**src/sv/srr_pkg.sv**
```systemverilog
`default_nettype none
// ----------------------------------------------------------------------------
// srr_pkg: shared types and constants of the selective-repeat receiver
// Packet and result beat layouts, ring geometry and the sequencer state
// codes.
// ----------------------------------------------------------------------------
package srr_pkg;

    // The ring is indexed by the low sequence bits, so its depth is a power of two.
    localparam int RING_DEPTH    = 32;
    localparam int RING_AW       = $clog2(RING_DEPTH);
    localparam int PAYLOAD_BYTES = 20;
    localparam int PAYLOAD_W     = PAYLOAD_BYTES * 8;
    localparam int BYTE_CNT_W    = $clog2(PAYLOAD_BYTES);
    localparam int CFG_W         = 6;
    localparam int SEQ_W         = 31;

    localparam logic [CFG_W-1:0] WIN_RESET = CFG_W'(8);
    localparam logic [CFG_W-1:0] WIN_MAX   = CFG_W'(RING_DEPTH);
    localparam logic [SEQ_W-1:0] EXP_MAX   = '1;

    localparam logic KIND_ACK  = 1'b0;
    localparam logic KIND_DATA = 1'b1;

    typedef struct packed {
        logic signed [31:0] seq_num;
        logic signed [31:0] ack_num;
        logic signed [31:0] check_sum;
        logic [63:0]        payload_lo;
        logic [63:0]        payload_mid;
        logic [31:0]        payload_hi;
    } srr_in_t;

    typedef struct packed {
        logic               kind;
        logic [SEQ_W-1:0]   ack_number;
        logic signed [31:0] ack_check;
        logic [63:0]        out_payload_lo;
        logic [63:0]        out_payload_mid;
        logic [31:0]        out_payload_hi;
        logic               last;
    } srr_out_t;

    typedef enum logic [4:0] {
        S_IDLE = 5'b00001,
        S_SUM  = 5'b00010,
        S_ACK  = 5'b00100,
        S_RD   = 5'b01000,
        S_DLV  = 5'b10000
    } srr_state_t;

endpackage
`default_nettype wire

```
**src/sv/srr_csum.sv**
```systemverilog
`default_nettype none
// ----------------------------------------------------------------------------
// srr_csum: iterative packet checksum unit
// Seeds the accumulator with sequence plus ack number, then adds one
// sign-extended payload byte per cycle into a 32-bit accumulator.
// ----------------------------------------------------------------------------
module srr_csum
    import srr_pkg::*;
(
    input  wire logic                 clk,
    input  wire logic                 rst_n,
    input  wire logic                 start,
    input  wire logic [31:0]          seq_num,
    input  wire logic [31:0]          ack_num,
    input  wire logic [PAYLOAD_W-1:0] payload,
    output logic                      done,
    output logic [31:0]               sum
);

    logic                  busy_reg, busy_next;
    logic                  done_reg, done_next;
    logic [BYTE_CNT_W-1:0] cnt_reg, cnt_next;
    logic [PAYLOAD_W-1:0]  shift_reg, shift_next;
    logic [31:0]           acc_reg, acc_next;
    logic [7:0]            cur_byte;

    assign cur_byte = shift_reg[7:0];

    always_comb
    begin
        busy_next  = busy_reg;
        done_next  = 1'b0;
        cnt_next   = cnt_reg;
        shift_next = shift_reg;
        acc_next   = acc_reg;
        if (start)
        begin
            busy_next  = 1'b1;
            cnt_next   = '0;
            shift_next = payload;
            acc_next   = seq_num + ack_num;
        end
        else if (busy_reg)
        begin
            acc_next   = acc_reg + {{24{cur_byte[7]}}, cur_byte};
            shift_next = shift_reg >> 8;
            cnt_next   = cnt_reg + 1'b1;
            if (cnt_reg == BYTE_CNT_W'(PAYLOAD_BYTES - 1))
            begin
                busy_next = 1'b0;
                done_next = 1'b1;
            end
        end
    end

    always_ff @(posedge clk or negedge rst_n)
    begin
        if (!rst_n)
        begin
            busy_reg <= 1'b0;
            done_reg <= 1'b0;
            cnt_reg  <= '0;
        end
        else
        begin
            busy_reg <= busy_next;
            done_reg <= done_next;
            cnt_reg  <= cnt_next;
        end
    end

    always_ff @(posedge clk)
    begin
        shift_reg <= shift_next;
        acc_reg   <= acc_next;
    end

    assign done = done_reg;
    assign sum  = acc_reg;

endmodule
`default_nettype wire

```
**config.mk**
```make
export PLATFORM = sky130hd
export DESIGN_NAME = srr_csum
export DESIGN_NICKNAME = d
export VERILOG_FILES = /design/src/sv/srr_pkg.sv /design/src/sv/srr_csum.sv
export SDC_FILE = /design/constraint.sdc
export NUM_CORES = 1
export LEC_CHECK = 0
export ABC_CLOCK_PERIOD_IN_PS = 3200
export BUFFER_PORTS_ARGS = -buffer_cell sky130_fd_sc_hd__buf_2
export CORE_MARGIN = 5
export CORE_UTILIZATION = 50
export CTS_CLUSTER_DIAMETER = 150
export DETAILED_ROUTE_END_ITERATION = 8
export PLACE_DENSITY = 0.78
export SLEW_MARGIN = 20
export SYNTH_ARGS = -nofsm -noshare
export SYNTH_HDL_FRONTEND = slang
export SYNTH_SLANG_ARGS = --single-unit
export TNS_END_PERCENT = 1
```
**constraint.sdc**
```tcl
create_clock -name clk -period 3.2 [get_ports clk]
set_input_delay 0.16 -clock clk [delete_from_list [all_inputs] [get_ports clk]]
set_output_delay 0.16 -clock clk [all_outputs]
set_load 0.01 [all_outputs]
```
==> implementation parameters <==
Parameter                              Value

STA
  Highest achievable clock rate ... 0.3281 GHz
  Max-slew violations ... 0
  Fraction of the cycle the final worst path needs ... 0.9525
  Final hold violations ... 0
  Setup repair after global routing missed its margin ... true
  Worst rel slew slack ... 0.4716
  Minimum period implied by the final worst setup slack ... 3.048 ns
  Least-Margin Pin Slew ... 0.7926 ns
  Total setup violations reported at the end of the flow ... 0
  Worst-case setup margin in the final layout ... between 0.15 and 0.2 ns
  Post-Route Skew ... 0.02241 ns

Setup path
  Reg2reg end ... sum[28]
  Cells on worst reg2reg path ... 13
  Start point of the critical path ... shift_reg[7]
  WS Path Type ... reg2reg
  R2r setup slk ... roughly 0.15 ns
  Worst endpoint required time ... 3.48 ns
  Critical-path maximum fanout ... 7
  Kind of start point of the critical path ... flip-flop
  Endpoint type of the worst setup path ... flip-flop
  R2r startpoint ... shift_reg[7]
  CP arrival ... between 3 and 4 ns

Pwr
  Switching portion of total power ... 0.3386
  Combinational group share of total power ... 0.361
  Clock share of power ... 0.241
  Sequential group share of total power ... 0.397
  Leakage component of the power ... 5.893 nW
  Switching power total ... 0.003089 W
  Internal portion of total power ... 0.006035 W
  Design Power ... 0.009124 W
  Ratio of total power to cell area ... approximately 650 mW/mm^2
  Worst VDD drop ... around 0.40 mV

Cells and area
  Post-route non-filler standard cell count ... 1,473
  Area of the multi-input gates ... a little over 0.005 sq mm
  Layout filler cell count ... between 1,500 and 2,000
  Post-layout utilization of the core ... 0.6352
  Largest register FFs ... 160
  Final Net Count ... roughly 1,500
  Sequential cell area ... 0.005941 sq mm
  Syn-to-layout area delta ... 24.24%
  Share of post-route cells with drive strength above 1 ... 0.4181

Route
  Final routed DRC violation total ... 0
  Routed via count ... 8,232
  Final WL ... 26,880 um
  Initial detailed-routing violation count ... 454
  DR pass1 iterations ... 5
  Wire length per cell ... 18.25 um
  Vias per std cell ... 5.589
  Number of nets with antenna violations after routing ... 0

Synthesis
  Top cells by instance count after synthesis ... sky130_fd_sc_hd__edfxtp_1, sky130_fd_sc_hd__mux2_2, sky130_fd_sc_hd__ha_1
  Leading register cell type out of synthesis ... sky130_fd_sc_hd__edfxtp_1
  Top-count cell post-synth ... sky130_fd_sc_hd__edfxtp_1
  Largest cells by area after synthesis ... sky130_fd_sc_hd__edfxtp_1, sky130_fd_sc_hd__mux2_2, sky130_fd_sc_hd__ha_1, sky130_fd_sc_hd__a21oi_1, sky130_fd_sc_hd__xnor2_1
  Cell variety after synth ... 63
  Area share of the largest cell type after synthesis ... 0.5136
  Gate count of the mapped netlist ... approximately 900
  Seq/Total Area, Yosys ... 0.5292
  Number of nets produced by synthesis ... between 1,000 and 1,500
  Largest area contributor in the synthesized netlist ... sky130_fd_sc_hd__edfxtp_1
  Warnings from Yosys ... 0
  Post-synthesis async set-or-reset flop share ... 0.03518
  Netlist Area Pre-Place ... 0.01123 sq mm
  Count of flip-flops with a built-in enable after synthesis ... ~190
  Synth Register Bits ... slightly below 200
  Avg Inst Size Synth ... around 13 sq um

Floorplan
  Die extent in y ... around 160 um
  Count of boundary I/O pins ... 260
  Placeable core region ... roughly 0.022 sq mm
  Initial Utilization ... 0.5112
  Die width ... 159.8 um
  Row cnt ... 54
  Total die area ... 0.02555 sq mm

Clocking
  Number of clock buffers inserted by TritonCTS ... 17
  CTS clock-pin slew for the worst setup and hold paths ... roughly 0.09 ns
  Clock tree root driver cell ... sky130_fd_sc_hd__clkbuf_16
  Maximum count of clock buffers along a single path ... 2
  Clk Latency, worst-skew pair ... 0.44 ns
  Clk sinks ... 199
  H-Tree Depth ... 4
  TritonCTS clock tree ... yes

Placement
  Gp weighted congestion ... 0.9186
  Total instance count after detailed placement ... 1,411
  Pre-CTS WS ... -0.1827 ns
  Detailed Place HPWL ... roughly 20,000 um
  Buffers added on ports ... 259

Min path
  Hold wc startpoint ... payload[73]
  Worst Hold Path EP ... shift_reg[73]
  Min-delay worst type ... in2reg
  Number of cells traversed by the worst hold path ... 2

Global routing
  GRT Resource Usage Total ... 0.2021
  Initial antenna violation count ... 5
  Global route overflow ... 0
  Via count of the first global-routing pass ... 8,207
  Maximum number of pins on one net before global-route repair ... 118
  Wire length of the first global-routing pass ... around 42,000 um

Status
  Result of the run ... finished, final reports clean

Run
  Number of max-cap violations ... 0
==> per-layer routing <==
metal,up-vias,track usage,part of all wire
li1,3968,-,-
met5,-,0,0.0013
met2,277,0.3475,0.51
met4,6,0.04849,0.0099
met1,3954,0.2456,0.40
met3,27,0.07088,0.078
==> worst max path at each step <==
stage	endpoint	slack, ns	cells after the start
floorplan	sum[30]	0.10	11
global placement	sum[28]	-0.10	13
detailed placement	sum[28]	-0.18	13
CTS	sum[30]	0.007	12
global route	sum[28]	-0.02	13
finish	sum[28]	0.15	13
==> cells in the final DEF, fill, tap and decap left out, types with 4 or more instances in the layout <==
| cell | synthesis | routed |
|---|---|---|
| sky130_fd_sc_hd__a21o_1 | 19 | 19 |
| sky130_fd_sc_hd__o21a_1 | 7 | 7 |
| sky130_fd_sc_hd__and2_1 | 11 | 11 |
| sky130_fd_sc_hd__a21oi_1 | 59 | 57 |
| sky130_fd_sc_hd__nand3_1 | 17 | 17 |
| sky130_fd_sc_hd__and3_1 | 6 | 6 |
| sky130_fd_sc_hd__nand2b_1 | 6 | 6 |
| sky130_fd_sc_hd__nor2_1 | 39 | 39 |
| sky130_fd_sc_hd__a21oi_2 | 2 | 4 |
| sky130_fd_sc_hd__nand2_1 | 57 | 57 |
| sky130_fd_sc_hd__xor2_1 | 27 | 27 |
| sky130_fd_sc_hd__xnor2_1 | 31 | 31 |
| sky130_fd_sc_hd__o21ai_0 | 37 | 33 |
| sky130_fd_sc_hd__mux2_2 | 155 | 155 |
| sky130_fd_sc_hd__inv_1 | 11 | 11 |
| sky130_fd_sc_hd__nand4_1 | 5 | 5 |
| sky130_fd_sc_hd__buf_2 | 1 | 258 |
| sky130_fd_sc_hd__a211oi_1 | 8 | 6 |
| sky130_fd_sc_hd__edfxtp_1 | 192 | 192 |
| sky130_fd_sc_hd__dlygate4sd3_1 | 0 | 26 |
| sky130_fd_sc_hd__o211ai_1 | 9 | 9 |
| sky130_fd_sc_hd__clkinv_8 | 0 | 5 |
| sky130_fd_sc_hd__nor3_1 | 10 | 10 |
| sky130_fd_sc_hd__mux2i_1 | 5 | 5 |
| sky130_fd_sc_hd__clkbuf_16 | 0 | 17 |
| sky130_fd_sc_hd__dfrtp_1 | 7 | 7 |
| sky130_fd_sc_hd__o21ai_1 | 3 | 6 |
| sky130_fd_sc_hd__ha_1 | 63 | 61 |
| sky130_fd_sc_hd__buf_4 | 0 | 25 |
==> per-stage QoR <==
stage	setup TNS [ns]	cell area [sq um]	hold slack [ns]
after detailed placement	-0.3243	13000	0.008177
after global routing	-0.01774	13940	-0.001537
after floorplan	0	11230	-0.1356
after CTS	0	13760	0.0001783
final	0	13950	0.01159
after global placement	-0.1089	13000	0.002963
==> final cells by class <==
cell class	instances	share of cell area
diodes	2	0.0003588
clock buffers	17	0.03050
clock inverters	15	0.01373
inverters	12	0.003230
multi-input cells	635	0.3713
flip-flops and latches	199	0.4259
well taps	280	0.02512
repair buffers	313	0.1298
==> cells by family after synthesis <==
kind of cell	synth area share
flops	0.5292
compound gates	0.1069
simple gates	0.07078
mux	0.1599
fa+ha+maj	0.07379
xor+xnor	0.04525
buf+inv	0.01415
==> timing repair <==
action / in CTS / in global routing
pin swaps: 1 / 5
gates cloned: 0 / 0
buffers inserted: 0 / 2
setup endpoints to repair: 3 / 8
hold endpoints to repair: 20 / 12
hold buffers: 14 / 12
gates resized for setup: 2 / 13
==> worst max-delay path: stages (launching register included) <==
cell and delay (ns):
sky130_fd_sc_hd__edfxtp_1 0.49, sky130_fd_sc_hd__buf_4 0.22, sky130_fd_sc_hd__ha_1 0.33, sky130_fd_sc_hd__a21oi_1 0.20, sky130_fd_sc_hd__nor2_1 0.08, sky130_fd_sc_hd__a211oi_1 0.37, sky130_fd_sc_hd__a21oi_2 0.13, sky130_fd_sc_hd__buf_4 0.16
sky130_fd_sc_hd__o211ai_1 0.21, sky130_fd_sc_hd__a21oi_1 0.11, sky130_fd_sc_hd__o22ai_1 0.19, sky130_fd_sc_hd__xnor2_1 0.15, sky130_fd_sc_hd__nor2_1 0.06, sky130_fd_sc_hd__nor3b_1 0.19
==> power groups by stage <==
| stage | clock network [W] | registers (W) | logic (W) |
|---|---|---|---|
| floorplan | 0 | 0.00369 | 0.00216 |
| global placement | 0 | 0.00366 | 0.00306 |
| detailed placement | 0 | 0.00368 | 0.00313 |
| CTS | 0.00224 | 0.00363 | 0.00318 |
| global route | 0.00237 | 0.00366 | 0.00364 |
| finish | 0.00220 | 0.00363 | 0.00330 |
(Power assumes the default switching activity.)
